**config.mk**
```make
export PLATFORM = sky130hd
export DESIGN_NAME = jump_squat_gesture_detector
export DESIGN_NICKNAME = d
export VERILOG_FILES = /design/src/sv/jsgd_pkg.sv /design/src/sv/jsgd_cfg_regs.sv /design/src/sv/jsgd_step_logic.sv /design/src/sv/jump_squat_gesture_detector.sv
export VERILOG_INCLUDE_DIRS = /design/src /design/src/sv
export SDC_FILE = /design/constraint.sdc
export NUM_CORES = 1
export LEC_CHECK = 0
export BUFFER_PORTS_ARGS = -buffer_cell sky130_fd_sc_hd__buf_2
export CAP_MARGIN = 15
export CORE_MARGIN = 4
export CORE_UTILIZATION = 40
export CTS_BUF_LIST = sky130_fd_sc_hd__clkbuf_8
export DETAILED_ROUTE_END_ITERATION = 8
export PLACE_DENSITY_LB_ADDON = 0.2
export RECOVER_POWER = 100
export SLEW_MARGIN = 40
export SYNTH_ARGS = -nofsm -noshare
export SYNTH_HDL_FRONTEND = slang
export SYNTH_SLANG_ARGS = --single-unit
```
**constraint.sdc**
```tcl
create_clock -name i_clk -period 6.25 [get_ports i_clk]
set_input_delay 0.3125 -clock i_clk [delete_from_list [all_inputs] [get_ports i_clk]]
set_output_delay 0.3125 -clock i_clk [all_outputs]
set_load 0.005 [all_outputs]
```
**src/sv/jump_squat_gesture_detector_assert.svh**
```systemverilog
// assertion macros for the jump/squat gesture detector
// both macros sample on the rising edge of i_clk and are off during reset
`ifndef JUMP_SQUAT_GESTURE_DETECTOR_ASSERT_SVH
`define JUMP_SQUAT_GESTURE_DETECTOR_ASSERT_SVH

// same-cycle implication
`define JSGD_ASSERT_SAME(lbl, ante, cons, msg) \
    lbl: assert property (@(posedge i_clk) disable iff (!i_rst_n) (ante) |-> (cons)) \
        else $error(msg);

// next-cycle implication
`define JSGD_ASSERT_NEXT(lbl, ante, cons, msg) \
    lbl: assert property (@(posedge i_clk) disable iff (!i_rst_n) (ante) |=> (cons)) \
        else $error(msg);

`endif

```
**src/sv/jsgd_pkg.sv**
```systemverilog
`timescale 1ns / 1ps
// ----------------------------------------------------------------------------
// jsgd_pkg
// Shared codes, register map, reset values and types of the gesture detector.
// ----------------------------------------------------------------------------
package jsgd_pkg;

    localparam int unsigned ZW = 16;
    localparam int unsigned TW = 32;
    localparam int unsigned SW = 3;
    localparam int unsigned EW = 3;
    localparam int unsigned AW = 5;
    localparam int unsigned DW = 32;

    // gesture states
    localparam logic [SW-1:0] ST_IDLE       = 3'd0;
    localparam logic [SW-1:0] ST_JUMP_UP    = 3'd1;
    localparam logic [SW-1:0] ST_JUMP_DOWN  = 3'd2;
    localparam logic [SW-1:0] ST_SQUAT_DOWN = 3'd3;
    localparam logic [SW-1:0] ST_SQUAT_UP   = 3'd4;

    // event codes
    localparam logic [EW-1:0] EV_NONE        = 3'd0;
    localparam logic [EW-1:0] EV_JUMP_BEGIN  = 3'd1;
    localparam logic [EW-1:0] EV_SQUAT_BEGIN = 3'd2;
    localparam logic [EW-1:0] EV_JUMP_END    = 3'd3;
    localparam logic [EW-1:0] EV_SQUAT_END   = 3'd4;
    localparam logic [EW-1:0] EV_TIMEOUT     = 3'd5;

    // register indexes
    localparam logic [2:0] REG_JUMP_START  = 3'd0;
    localparam logic [2:0] REG_SQUAT_START = 3'd1;
    localparam logic [2:0] REG_JUMP_FALL   = 3'd2;
    localparam logic [2:0] REG_SQUAT_RISE  = 3'd3;
    localparam logic [2:0] REG_JUMP_LAND   = 3'd4;
    localparam logic [2:0] REG_SQUAT_END   = 3'd5;
    localparam logic [2:0] REG_COOLDOWN    = 3'd6;
    localparam logic [2:0] REG_ACTION_TIME = 3'd7;

    // reset values
    localparam logic [ZW-1:0] RST_JUMP_START  = 16'd32000;
    localparam logic [ZW-1:0] RST_SQUAT_START = 16'd5000;
    localparam logic [ZW-1:0] RST_JUMP_FALL   = 16'd22000;
    localparam logic [ZW-1:0] RST_SQUAT_RISE  = 16'd16000;
    localparam logic [ZW-1:0] RST_JUMP_LAND   = 16'd18000;
    localparam logic [ZW-1:0] RST_SQUAT_END   = 16'd25000;
    localparam logic [ZW-1:0] RST_COOLDOWN    = 16'd700;
    localparam logic [ZW-1:0] RST_ACTION_TIME = 16'd500;

    typedef struct packed {
        logic signed [ZW-1:0] jump_start_level;
        logic signed [ZW-1:0] squat_start_level;
        logic signed [ZW-1:0] jump_fall_level;
        logic signed [ZW-1:0] squat_rise_level;
        logic signed [ZW-1:0] jump_land_level;
        logic signed [ZW-1:0] squat_end_level;
        logic [ZW-1:0]        cooldown_ms;
        logic [ZW-1:0]        action_time_ms;
    } t_cfg;

    typedef struct packed {
        logic [SW-1:0] gesture_state;
        logic [TW-1:0] start_time;
        logic [TW-1:0] finish_time;
    } t_gstate;

    typedef struct packed {
        t_gstate       nxt;
        logic [EW-1:0] event_code;
    } t_step;

endpackage

```
**src/sv/jsgd_cfg_regs.sv**
```systemverilog
`timescale 1ns / 1ps
`default_nettype none
// ----------------------------------------------------------------------------
// jsgd_cfg_regs
// APB-style register file holding the six levels, cooldown and action time.
// ----------------------------------------------------------------------------
module jsgd_cfg_regs (
    input  wire logic                       i_clk,
    input  wire logic                       i_rst_n,
    input  wire logic                       psel,
    input  wire logic                       penable,
    input  wire logic                       pwrite,
    input  wire logic [jsgd_pkg::AW-1:0]    paddr,
    input  wire logic [jsgd_pkg::DW-1:0]    pwdata,
    output logic      [jsgd_pkg::DW-1:0]    prdata,
    output logic                            pready,
    output jsgd_pkg::t_cfg                  o_cfg
);

    jsgd_pkg::t_cfg  r_cfg;
    logic [2:0]      w_idx;
    logic            w_wr;
    logic [15:0]     w_wd;

    assign w_idx  = paddr[4:2];
    assign w_wr   = psel & penable & pwrite;
    assign w_wd   = pwdata[15:0];
    assign pready = 1'b1;
    assign o_cfg  = r_cfg;

    always_ff @(posedge i_clk) begin
        if (!i_rst_n) begin
            r_cfg.jump_start_level  <= jsgd_pkg::RST_JUMP_START;
            r_cfg.squat_start_level <= jsgd_pkg::RST_SQUAT_START;
            r_cfg.jump_fall_level   <= jsgd_pkg::RST_JUMP_FALL;
            r_cfg.squat_rise_level  <= jsgd_pkg::RST_SQUAT_RISE;
            r_cfg.jump_land_level   <= jsgd_pkg::RST_JUMP_LAND;
            r_cfg.squat_end_level   <= jsgd_pkg::RST_SQUAT_END;
            r_cfg.cooldown_ms       <= jsgd_pkg::RST_COOLDOWN;
            r_cfg.action_time_ms    <= jsgd_pkg::RST_ACTION_TIME;
        end else if (w_wr) begin
            unique case (w_idx)
                jsgd_pkg::REG_JUMP_START:  r_cfg.jump_start_level  <= w_wd;
                jsgd_pkg::REG_SQUAT_START: r_cfg.squat_start_level <= w_wd;
                jsgd_pkg::REG_JUMP_FALL:   r_cfg.jump_fall_level   <= w_wd;
                jsgd_pkg::REG_SQUAT_RISE:  r_cfg.squat_rise_level  <= w_wd;
                jsgd_pkg::REG_JUMP_LAND:   r_cfg.jump_land_level   <= w_wd;
                jsgd_pkg::REG_SQUAT_END:   r_cfg.squat_end_level   <= w_wd;
                jsgd_pkg::REG_COOLDOWN:    r_cfg.cooldown_ms       <= w_wd;
                jsgd_pkg::REG_ACTION_TIME: r_cfg.action_time_ms    <= w_wd;
                default: ;
            endcase
        end
    end

    // levels read back sign extended, times zero extended
    always_comb begin
        unique case (w_idx)
            jsgd_pkg::REG_JUMP_START:
                prdata = {{16{r_cfg.jump_start_level[15]}}, r_cfg.jump_start_level};
            jsgd_pkg::REG_SQUAT_START:
                prdata = {{16{r_cfg.squat_start_level[15]}}, r_cfg.squat_start_level};
            jsgd_pkg::REG_JUMP_FALL:
                prdata = {{16{r_cfg.jump_fall_level[15]}}, r_cfg.jump_fall_level};
            jsgd_pkg::REG_SQUAT_RISE:
                prdata = {{16{r_cfg.squat_rise_level[15]}}, r_cfg.squat_rise_level};
            jsgd_pkg::REG_JUMP_LAND:
                prdata = {{16{r_cfg.jump_land_level[15]}}, r_cfg.jump_land_level};
            jsgd_pkg::REG_SQUAT_END:
                prdata = {{16{r_cfg.squat_end_level[15]}}, r_cfg.squat_end_level};
            jsgd_pkg::REG_COOLDOWN:
                prdata = {16'd0, r_cfg.cooldown_ms};
            jsgd_pkg::REG_ACTION_TIME:
                prdata = {16'd0, r_cfg.action_time_ms};
            default:
                prdata = '0;
        endcase
    end

endmodule
`default_nettype wire

```
**src/sv/jsgd_step_logic.sv**
```systemverilog
`timescale 1ns / 1ps
`default_nettype none
// ----------------------------------------------------------------------------
// jsgd_step_logic
// Combinational next-state logic: the ordered, cascading transition checks
// for one sample, giving the new gesture state, timestamps and event code.
// ----------------------------------------------------------------------------
module jsgd_step_logic (
    input  wire jsgd_pkg::t_cfg              i_cfg,
    input  wire jsgd_pkg::t_gstate           i_cur,
    input  wire logic signed [jsgd_pkg::ZW-1:0] i_accel_z,
    input  wire logic [jsgd_pkg::TW-1:0]     i_now_ms,
    output jsgd_pkg::t_step                  o_step
);

    logic [jsgd_pkg::SW-1:0] v_st;
    logic [jsgd_pkg::TW-1:0] v_start;
    logic [jsgd_pkg::TW-1:0] v_finish;
    logic [jsgd_pkg::EW-1:0] v_ev;
    logic [jsgd_pkg::TW-1:0] w_since_finish;
    logic [jsgd_pkg::TW-1:0] w_timeout;
    logic                    w_cool_ok;
    logic                    w_elapsed;

    assign w_since_finish = i_now_ms - i_cur.finish_time;
    assign w_cool_ok      = w_since_finish > {16'd0, i_cfg.cooldown_ms};
    assign w_timeout      = {15'd0, i_cfg.action_time_ms, 1'b0};
    // elapsed is taken from the stored start time; a start this sample is kept from timing out by its event code
    assign w_elapsed      = (i_now_ms - i_cur.start_time) > w_timeout;

    always_comb begin
        v_st     = i_cur.gesture_state;
        v_start  = i_cur.start_time;
        v_finish = i_cur.finish_time;
        v_ev     = jsgd_pkg::EV_NONE;

        if (v_st == jsgd_pkg::ST_IDLE && w_cool_ok
            && $signed(i_accel_z) > $signed(i_cfg.jump_start_level)) begin
            v_st    = jsgd_pkg::ST_JUMP_UP;
            v_start = i_now_ms;
            v_ev    = jsgd_pkg::EV_JUMP_BEGIN;
        end
        if (v_st == jsgd_pkg::ST_IDLE && w_cool_ok
            && $signed(i_accel_z) < $signed(i_cfg.squat_start_level)) begin
            v_st    = jsgd_pkg::ST_SQUAT_DOWN;
            v_start = i_now_ms;
            v_ev    = jsgd_pkg::EV_SQUAT_BEGIN;
        end
        if (v_st == jsgd_pkg::ST_JUMP_UP
            && $signed(i_accel_z) < $signed(i_cfg.jump_fall_level)) begin
            v_st = jsgd_pkg::ST_JUMP_DOWN;
        end
        if (v_st == jsgd_pkg::ST_SQUAT_DOWN
            && $signed(i_accel_z) > $signed(i_cfg.squat_rise_level)) begin
            v_st = jsgd_pkg::ST_SQUAT_UP;
        end
        if (v_st == jsgd_pkg::ST_JUMP_DOWN
            && $signed(i_accel_z) < $signed(i_cfg.jump_land_level)) begin
            v_st     = jsgd_pkg::ST_IDLE;
            v_finish = i_now_ms;
            v_ev     = jsgd_pkg::EV_JUMP_END;
        end
        if (v_st == jsgd_pkg::ST_SQUAT_UP
            && $signed(i_accel_z) > $signed(i_cfg.squat_end_level)) begin
            v_st     = jsgd_pkg::ST_IDLE;
            v_finish = i_now_ms;
            v_ev     = jsgd_pkg::EV_SQUAT_END;
        end
        if (v_st != jsgd_pkg::ST_IDLE && v_ev != jsgd_pkg::EV_JUMP_BEGIN
            && v_ev != jsgd_pkg::EV_SQUAT_BEGIN && w_elapsed) begin
            v_st     = jsgd_pkg::ST_IDLE;
            v_finish = i_now_ms;
            v_start  = i_now_ms;
            v_ev     = jsgd_pkg::EV_TIMEOUT;
        end

        o_step.nxt.gesture_state = v_st;
        o_step.nxt.start_time    = v_start;
        o_step.nxt.finish_time   = v_finish;
        o_step.event_code        = v_ev;
    end

endmodule
`default_nettype wire

```
**src/sv/jump_squat_gesture_detector.sv**
```systemverilog
`timescale 1ns / 1ps
`default_nettype none
// ----------------------------------------------------------------------------
// jump_squat_gesture_detector
// Jump/squat gesture machine over a stream of vertical acceleration samples.
//
//   channel | valid      | stall       | payload
//   --------+------------+-------------+------------------------------------
//   in      | i_in_valid | o_in_stall  | i_accel_z, i_now_ms
//   out     | o_out_valid| i_out_stall | o_motion_state, o_event_code
//   cfg     | psel/pen.  | pready = 1  | paddr, pwdata, prdata
//
// one word per cycle sustained while i_out_stall is low; a word passes the input register,
// then the result register, with the state updated through the step logic
// synchronous active-low reset restores register defaults and the idle state
// a stalled result holds; the input register still fills behind it, and
// o_in_stall rises only when both registers hold a word
// ----------------------------------------------------------------------------
`include "jump_squat_gesture_detector_assert.svh"
module jump_squat_gesture_detector (
    input  wire logic                           i_clk,
    input  wire logic                           i_rst_n,
    input  wire logic                           i_in_valid,
    output logic                                o_in_stall,
    input  wire logic signed [jsgd_pkg::ZW-1:0] i_accel_z,
    input  wire logic [jsgd_pkg::TW-1:0]        i_now_ms,
    output logic                                o_out_valid,
    input  wire logic                           i_out_stall,
    output logic [jsgd_pkg::SW-1:0]             o_motion_state,
    output logic [jsgd_pkg::EW-1:0]             o_event_code,
    input  wire logic                           psel,
    input  wire logic                           penable,
    input  wire logic                           pwrite,
    input  wire logic [jsgd_pkg::AW-1:0]        paddr,
    input  wire logic [jsgd_pkg::DW-1:0]        pwdata,
    output logic      [jsgd_pkg::DW-1:0]        prdata,
    output logic                                pready
);

    jsgd_pkg::t_cfg     w_cfg;
    jsgd_pkg::t_gstate  r_gst;
    jsgd_pkg::t_step    w_step;

    logic                           r_in_vld;
    logic signed [jsgd_pkg::ZW-1:0] r_accel_z;
    logic [jsgd_pkg::TW-1:0]        r_now_ms;
    logic                           r_out_vld;
    logic [jsgd_pkg::SW-1:0]        r_motion_state;
    logic [jsgd_pkg::EW-1:0]        r_event_code;
    logic                           w_out_hold;
    logic                           w_adv;

    jsgd_cfg_regs u_cfg (
        .i_clk   (i_clk),
        .i_rst_n (i_rst_n),
        .psel    (psel),
        .penable (penable),
        .pwrite  (pwrite),
        .paddr   (paddr),
        .pwdata  (pwdata),
        .prdata  (prdata),
        .pready  (pready),
        .o_cfg   (w_cfg)
    );

    jsgd_step_logic u_step (
        .i_cfg     (w_cfg),
        .i_cur     (r_gst),
        .i_accel_z (r_accel_z),
        .i_now_ms  (r_now_ms),
        .o_step    (w_step)
    );

    assign w_out_hold = r_out_vld & i_out_stall;
    assign w_adv      = r_in_vld & ~w_out_hold;
    assign o_in_stall = r_in_vld & w_out_hold;

    // input register
    always_ff @(posedge i_clk) begin
        if (!i_rst_n) begin
            r_in_vld <= 1'b0;
        end else if (!o_in_stall) begin
            r_in_vld <= i_in_valid;
        end
    end

    always_ff @(posedge i_clk) begin
        if (!o_in_stall) begin
            r_accel_z <= i_accel_z;
            r_now_ms  <= i_now_ms;
        end
    end

    // gesture state
    always_ff @(posedge i_clk) begin
        if (!i_rst_n) begin
            r_gst.gesture_state <= jsgd_pkg::ST_IDLE;
            r_gst.start_time    <= '0;
            r_gst.finish_time   <= '0;
        end else if (w_adv) begin
            r_gst <= w_step.nxt;
        end
    end

    // result register
    always_ff @(posedge i_clk) begin
        if (!i_rst_n) begin
            r_out_vld <= 1'b0;
        end else if (w_adv) begin
            r_out_vld <= 1'b1;
        end else if (!i_out_stall) begin
            r_out_vld <= 1'b0;
        end
    end

    always_ff @(posedge i_clk) begin
        if (w_adv) begin
            r_motion_state <= w_step.nxt.gesture_state;
            r_event_code   <= w_step.event_code;
        end
    end

    assign o_out_valid    = r_out_vld;
    assign o_motion_state = r_motion_state;
    assign o_event_code   = r_event_code;

    `JSGD_ASSERT_SAME(a_end_is_idle,
        r_out_vld && (r_event_code == jsgd_pkg::EV_JUMP_END
            || r_event_code == jsgd_pkg::EV_SQUAT_END
            || r_event_code == jsgd_pkg::EV_TIMEOUT),
        r_motion_state == jsgd_pkg::ST_IDLE,
        "gesture end word not in idle state")
    `JSGD_ASSERT_SAME(a_jump_begin_state,
        r_out_vld && r_event_code == jsgd_pkg::EV_JUMP_BEGIN,
        r_motion_state == jsgd_pkg::ST_JUMP_UP
            || r_motion_state == jsgd_pkg::ST_JUMP_DOWN,
        "jump begin word outside jump states")
    `JSGD_ASSERT_SAME(a_stall_needs_word, o_in_stall, r_in_vld && r_out_vld,
        "input stalled with a free register")
    `JSGD_ASSERT_NEXT(a_adv_fills_out, w_adv, r_out_vld,
        "advanced word missing from result register")

endmodule
`default_nettype wire

```
[Yosys cells after proc, flatten, opt, wreduce, memory -nomap -nowiden]
Index checks and enable logic that the tools add are counted.
Cells by class
  $add $sub $neg: 2
  multipliers: 0
  divide/modulo/power cells: 0
  order comparisons: 8
  equal/unequal tests: 14
  shifts and indexed selects: 0
  muxes and demuxes: 20
  bitwise gates (word level): 6
  reduce and logical (&&, ||, !) cells: 27
Operators with widths (number)
  32-bit one-hot mux with 8 select lines: 1
  32-bit 2-to-1 mux: 6
  32-bit subtractor: 2
  16-bit greater-than comparator: 3
  16-bit less-than comparator: 3
  32-bit by 16-bit greater-than comparator with 1-bit output: 1
  32-bit by 17-bit greater-than comparator with 1-bit output: 1
  3-bit 2-to-1 mux: 8
  2-bit AND reduction: 10
  3-bit == test (second input constant): 5
  3-bit by 2-bit == test with 1-bit output (second input constant): 4
  1-bit logical AND: 11
  3-bit logical NOT: 3
  3-bit nonzero test: 3
  3-bit by 1-bit == test with 1-bit output (second input constant): 2
  1-bit bitwise AND: 5
  2-bit 2-to-1 mux: 2
  1-bit 2-to-1 mux: 3
  3-bit by 1-bit inequality test with 1-bit output (second input constant): 1
  3-bit by 2-bit inequality test with 1-bit output (second input constant): 1
  2-bit by 1-bit inequality test with 1-bit output (second input constant): 1
  1-bit inverter: 1
Word-level totals
  bits in registers: 251
  bits in latches: 0
  memory bits (writable): 0
  ROM bits: 0
  bits of input ports: 92
  logic and storage cells: 94
  memories kept: 0

[Depth between registers and ports, before layout]
  depth in word-level cells: 27
  gate-level depth with buffers: 29
  depth with buffers taken out: 27

[Cells and area by module]
Synthesis repeated with hierarchy kept, for this count alone.
Second synthesis, totals
  cell total of the unflattened synthesis: 2312
  area, all modules: 18891.9 um^2
Modules (own cells, without submodules)
  jsgd_step_logic: times used 1, cells each 1195, area each 8540.7 um^2, sequential area each 0.0 um^2
  jsgd_cfg_regs: times used 1, cells each 764, area each 5983.2 um^2, sequential area each 2562.5 um^2
  jump_squat_gesture_detector: times used 1, cells each 353, area each 4367.9 um^2, sequential area each 3002.9 um^2

[Least setup slack after synthesis]
No wires, ideal clock.
  path type: register to register
  start point: register r_now_ms[0] (netlist bit)
  end point: register r_gst[33] (netlist bit)
  arrival time: 5.317 ns
  required time: 6.134 ns
  slack: 0.817 ns
  stages on the path, launching flop included: 26
  cell sequence: edfxtp_1 inv_1 ha_1 fa_1 nor2b_1 o2111ai_1 a2111oi_2 nor2_1 xnor2_1 ha_1 nand4_1 nor4_1 nor3_1 o31ai_1 o2111ai_1 nor4_1 nand4_1 or4_1 buf_6 a31oi_4 nand3b_4 o211a_4 a31oi_4 buf_12 mux2i_1 nor2b_1
On the way
  cells in the longest elaborated chain, start to end: 27
  elaborated cells on any way between the ends: 37
  classes of those cells: add/sub (2); order compare (2); eq/ne (6); mux (12); reduce/logical (15)
Ends and longest elaborated chain
  from (decl): RTL line jump_squat_gesture_detector.sv:46  | logic [jsgd_pkg::TW-1:0] r_now_ms;
  from (signal assigned): RTL line jump_squat_gesture_detector.sv:90  | r_now_ms <= i_now_ms;
  32-bit subtractor: RTL line jsgd_step_logic.sv:25  | assign w_since_finish = i_now_ms - i_cur.finish_time;
  32-bit by 16-bit greater-than comparator with 1-bit output: RTL line jsgd_step_logic.sv:26  | assign w_cool_ok = w_since_finish > {16'd0, i_cfg.cooldown_ms};
  1-bit logical AND: RTL line jsgd_step_logic.sv:37  | if (v_st == jsgd_pkg::ST_IDLE && w_cool_ok
  1-bit logical AND: RTL line jsgd_step_logic.sv:38  | && $signed(i_accel_z) > $signed(i_cfg.jump_start_level)) begin
  3-bit 2-to-1 mux: RTL line jsgd_step_logic.sv:37
  3-bit logical NOT: RTL line jsgd_step_logic.sv:43  | if (v_st == jsgd_pkg::ST_IDLE && w_cool_ok
  1-bit logical AND: RTL line jsgd_step_logic.sv:43
  1-bit logical AND: RTL line jsgd_step_logic.sv:44  | && $signed(i_accel_z) < $signed(i_cfg.squat_start_level)) begin
  [10 not listed]
  3-bit == test: RTL line jsgd_step_logic.sv:63  | if (v_st == jsgd_pkg::ST_SQUAT_UP
  1-bit logical AND: RTL line jsgd_step_logic.sv:64  | && $signed(i_accel_z) > $signed(i_cfg.squat_end_level)) begin
  3-bit 2-to-1 mux: RTL line jsgd_step_logic.sv:63
  3-bit by 1-bit inequality test with 1-bit output or 3-bit nonzero test (tied branches): RTL line jsgd_step_logic.sv:69  | if (v_st != jsgd_pkg::ST_IDLE && v_ev != jsgd_pkg::EV_JUMP_BEGIN
  1-bit logical AND: RTL line jsgd_step_logic.sv:69
  1-bit logical AND (2 in series): RTL line jsgd_step_logic.sv:70  | && v_ev != jsgd_pkg::EV_SQUAT_BEGIN && w_elapsed) begin
  3-bit nonzero test (no source line)
  2-bit AND reduction (no source line)
  to (signal assigned): RTL line jump_squat_gesture_detector.sv:101  | r_gst <= w_step.nxt;
  to (decl): RTL line jump_squat_gesture_detector.sv:41  | jsgd_pkg::t_gstate r_gst;
Parallel ways exist; a longest one is shown, timed or not.
A chain may end at the register's enable or synchronous reset.

[Worst setup path in the final report]
  start point: register r_now_ms[1] (netlist bit)
  end point: register r_gst[27] (netlist bit)
The elaborated chain is that of the path after synthesis.

==> metrics.csv <==
stage;metric;value;unit
floorplanning;ios;133;
synth;synth_seq_cells;251;
final_layout;fin_cells;2871;
critical_path;timing.rr.start;r_now_ms[1];
synth;synth_cell_types;87;
synth;synth_top_family_by_area;compound AO/OA/AOI/OAI gates;
cts;clockRootBuffer;clkbuf_8;
route;drc;0;
synth;synth_xor_xnor_area_share;0.02061;
synth;async_flop_share;0;
final_layout;drive_gt1_frac;0.1072;
timing;period_minus_slack;5.921;ns
timing;finalSetupTns;0;ns
global_route;grt_max_degree;131;
placement;pre_cts_ws;0.1164;ns
route;drtAntennaViolNets;0;
critical_path;slowest_stage;edfxtp_1;
synth;synth-edff-count;54;
worst_hold_path;worstHoldPathType;primary input to register;
route;drt-vias-per-instance;5.340;
synth;syn-num-nets;2378;
critical_path;cp.required;6.79;ns
route;dr.pass1.iters;5;
synth;netlist_area;17430;µm²
global_route;grt_pass1_wl;82240;µm
critical_path;cp-end-kind;register;
cts;numCtsBuffers;47;
worst_hold_path;hold_start;pwdata[9];
synth;yosys_warnings;0;
timing;finalSetupViolations;0;
synth;synthAdderAreaFrac;0.1366;
route;vias;15330;
job;drv_cap;3;
route;drtIter0Drc;922;
placement;gp_congestion;0.9272;
floorplanning;core;43080;µm²
critical_path;cp-startpoint;r_now_ms[1];
route;wl_per_cell;18.62;µm
cts;insertion_delay;0.63;ns
final_layout;layout_commonest_cell;nand2_1;
global_route;antenna_found_initial;2;
global_route;grt.overflow.total;0;
cts;cts_tree;done;
critical_path;critical_path.top_delay_family;compound AO/OA/AOI/OAI gates;
synth;synth-compound-area-share;0.2127;
synth;synthSimpleGateAreaFrac;0.1734;
timing;slew-limit-headroom;-1.080;
synth;netlist_instances;2097;
power_and_ir_drop;power_leakage;0.008190;µW
critical_path;cp_data_arrival_time;6.46;ns
synth;synth_ff_type;dfxtp_1;
timing;timing.final.ws_setup;0.3287;ns
power_and_ir_drop;p_per_area;234.4;nW/µm²
cts;clk_pin_slew;0.06;ns
placement;dp_cells;2719;
power_and_ir_drop;ir_worst_vdd;0.1743;mV
timing;fin_worst_skew;0.02702;ns
cts;htree_levels;2;
cts;clock-sinks;251;
placement;numPortBuffers;113;
final_layout;area_growth;15.62;%
global_route;grt_pass1_vias;15100;
floorplanning;die_w;216.7;µm
cts;clockBufferDepth;3;
synth;synth_mux_area_frac;0.05694;
synth;syn_area_per_cell;8.310;µm²
route;wl;53460;µm
timing;fmax;0.1689;GHz
floorplanning;initial_core_util;0.4046;
critical_path;max_stage_delay;0.43;ns
global_route;track_usage;0.2188;
run_status;outcome;finished, violations left;
final_layout;nFillCells;4260;
floorplanning;die_y;216.7;µm
critical_path;path_buf_inv;2;
critical_path;critical_path_class;register to register;
timing;period_share;0.9474;
timing;tightest_slew;3.120;ns
power_and_ir_drop;p_total;4722;µW
run_status;violations;capacitance limit, slew limit;
timing;hold_violations;0;
critical_path;path_max_fanout;16;
final_layout;layout_common_cells;nand2_1, inv_1, dfxtp_1;
final_layout;finalNetCount;2528;
synth;yosysSeqAreaShare;0.3194;
timing;finalMaxSlewViolations;141;
critical_path;startpoint_type;register;
floorplanning;die-area;46970;µm²
floorplanning;num_rows;76;
placement;dp_hpwl;38530;µm
[metrics by stage]
step / utilization / instance area (µm²) / hold slack (ns)
after floorplan: - / 17430 / 0.4114
after CTS: 0.4647 / 20020 / 0.001524
after global placement: 0.4287 / 18470 / 0.4422
after detailed placement: 0.4290 / 18480 / 0.4482
after global routing: 0.4677 / 20150 / 0.04186
final: 0.4677 / 20150 / 0.04622
[final cells by class]
cell class	instances	area, µm²	share of cell area
diodes	1	2.502	0.0001242
clock inverters	32	240.2	0.01192
multi-input cells	1519	10560	0.5241
repair buffers	214	1488	0.07384
well taps	585	732.0	0.03633
inverters	214	803.3	0.03987
flip-flops and latches	251	5565	0.2762
clock buffers	55	757.0	0.03757
[cell usage after synthesis (28+ instances only)]
| library cell | count | area [µm²] |
|---|---|---|
| nand3_1 | 28 | 140.1 |
| mux2i_1 | 80 | 800.8 |
| a21boi_0 | 86 | 645.6 |
| dfxtp_1 | 197 | 3944 |
| o211ai_1 | 60 | 450.4 |
| ha_1 | 187 | 2340 |
| edfxtp_1 | 54 | 1622 |
| inv_1 | 213 | 799.5 |
| clkbuf_1 | 64 | 240.2 |
| a21o_1 | 32 | 240.2 |
| nand4_1 | 30 | 187.7 |
| o21ai_0 | 71 | 355.3 |
| nor2b_1 | 57 | 356.6 |
| nand2_1 | 368 | 1381 |
| nor2_1 | 79 | 296.5 |
| a21oi_1 | 115 | 575.6 |
[routing by layer]
layer  share of wire  GRT usage  vias up  wire length [µm]
li1                -          -     7652                 -
met1            0.44     0.2844     7224             23370
met2            0.48     0.3799      368             25910
met3           0.051    0.02987       88              2742
met4           0.027    0.06379        0              1438
met5               0          0        -                 0
[kinds of logic (layout without fill, tap and decap cells)]
family | count (synthesis) | after routing
simple gates | 664 | 664
compound gates | 535 | 535
buf+inv | 327 | 515
flops | 251 | 251
fa+ha+maj | 189 | 189
mux | 89 | 89
xor+xnor | 41 | 41
other cells | 1 | 2
[registers in the layout, summed over array words and instances (netlist names)]
name,count
u_cfg.o_cfg,128
r_gst,67
r_now_ms,32
r_accel_z,16
o_event_code,3
o_motion_state,3
o_out_valid,1
r_in_vld,1
[what timing repair did]
item / in CTS / in global routing
hold buffers: 54 / 0
setup buffers: 0 / 6
gates resized for setup: 0 / 16
endpoints found under the hold margin: 57 / 0
setup endpoints to repair: 0 / 71
[path summary, 6_finish.rpt]
check | end | slack [ns] | depth (start not counted)
worst max-delay path | r_gst[27] | 0.33 | 26
worst min-delay path | u_cfg.o_cfg[9] | 0.05 | 3
worst max register to register | r_gst[27] | 0.33 | 26
worst min register to register | r_gst[4] | 0.46 | 2
[tightest hold or removal path, stage by stage]
cell	delay (ns)
buf_2	0.17
nand2_1	0.07
a21boi_0	0.06
[where the power goes]
group	internal [µW]	switching [µW]	leakage (µW)
clock network	966	758	0.000569
logic	522	687	0.00546
registers	1730	62.2	0.00216
total	3220	1510	0.00819
(Power assumes the default switching activity.)
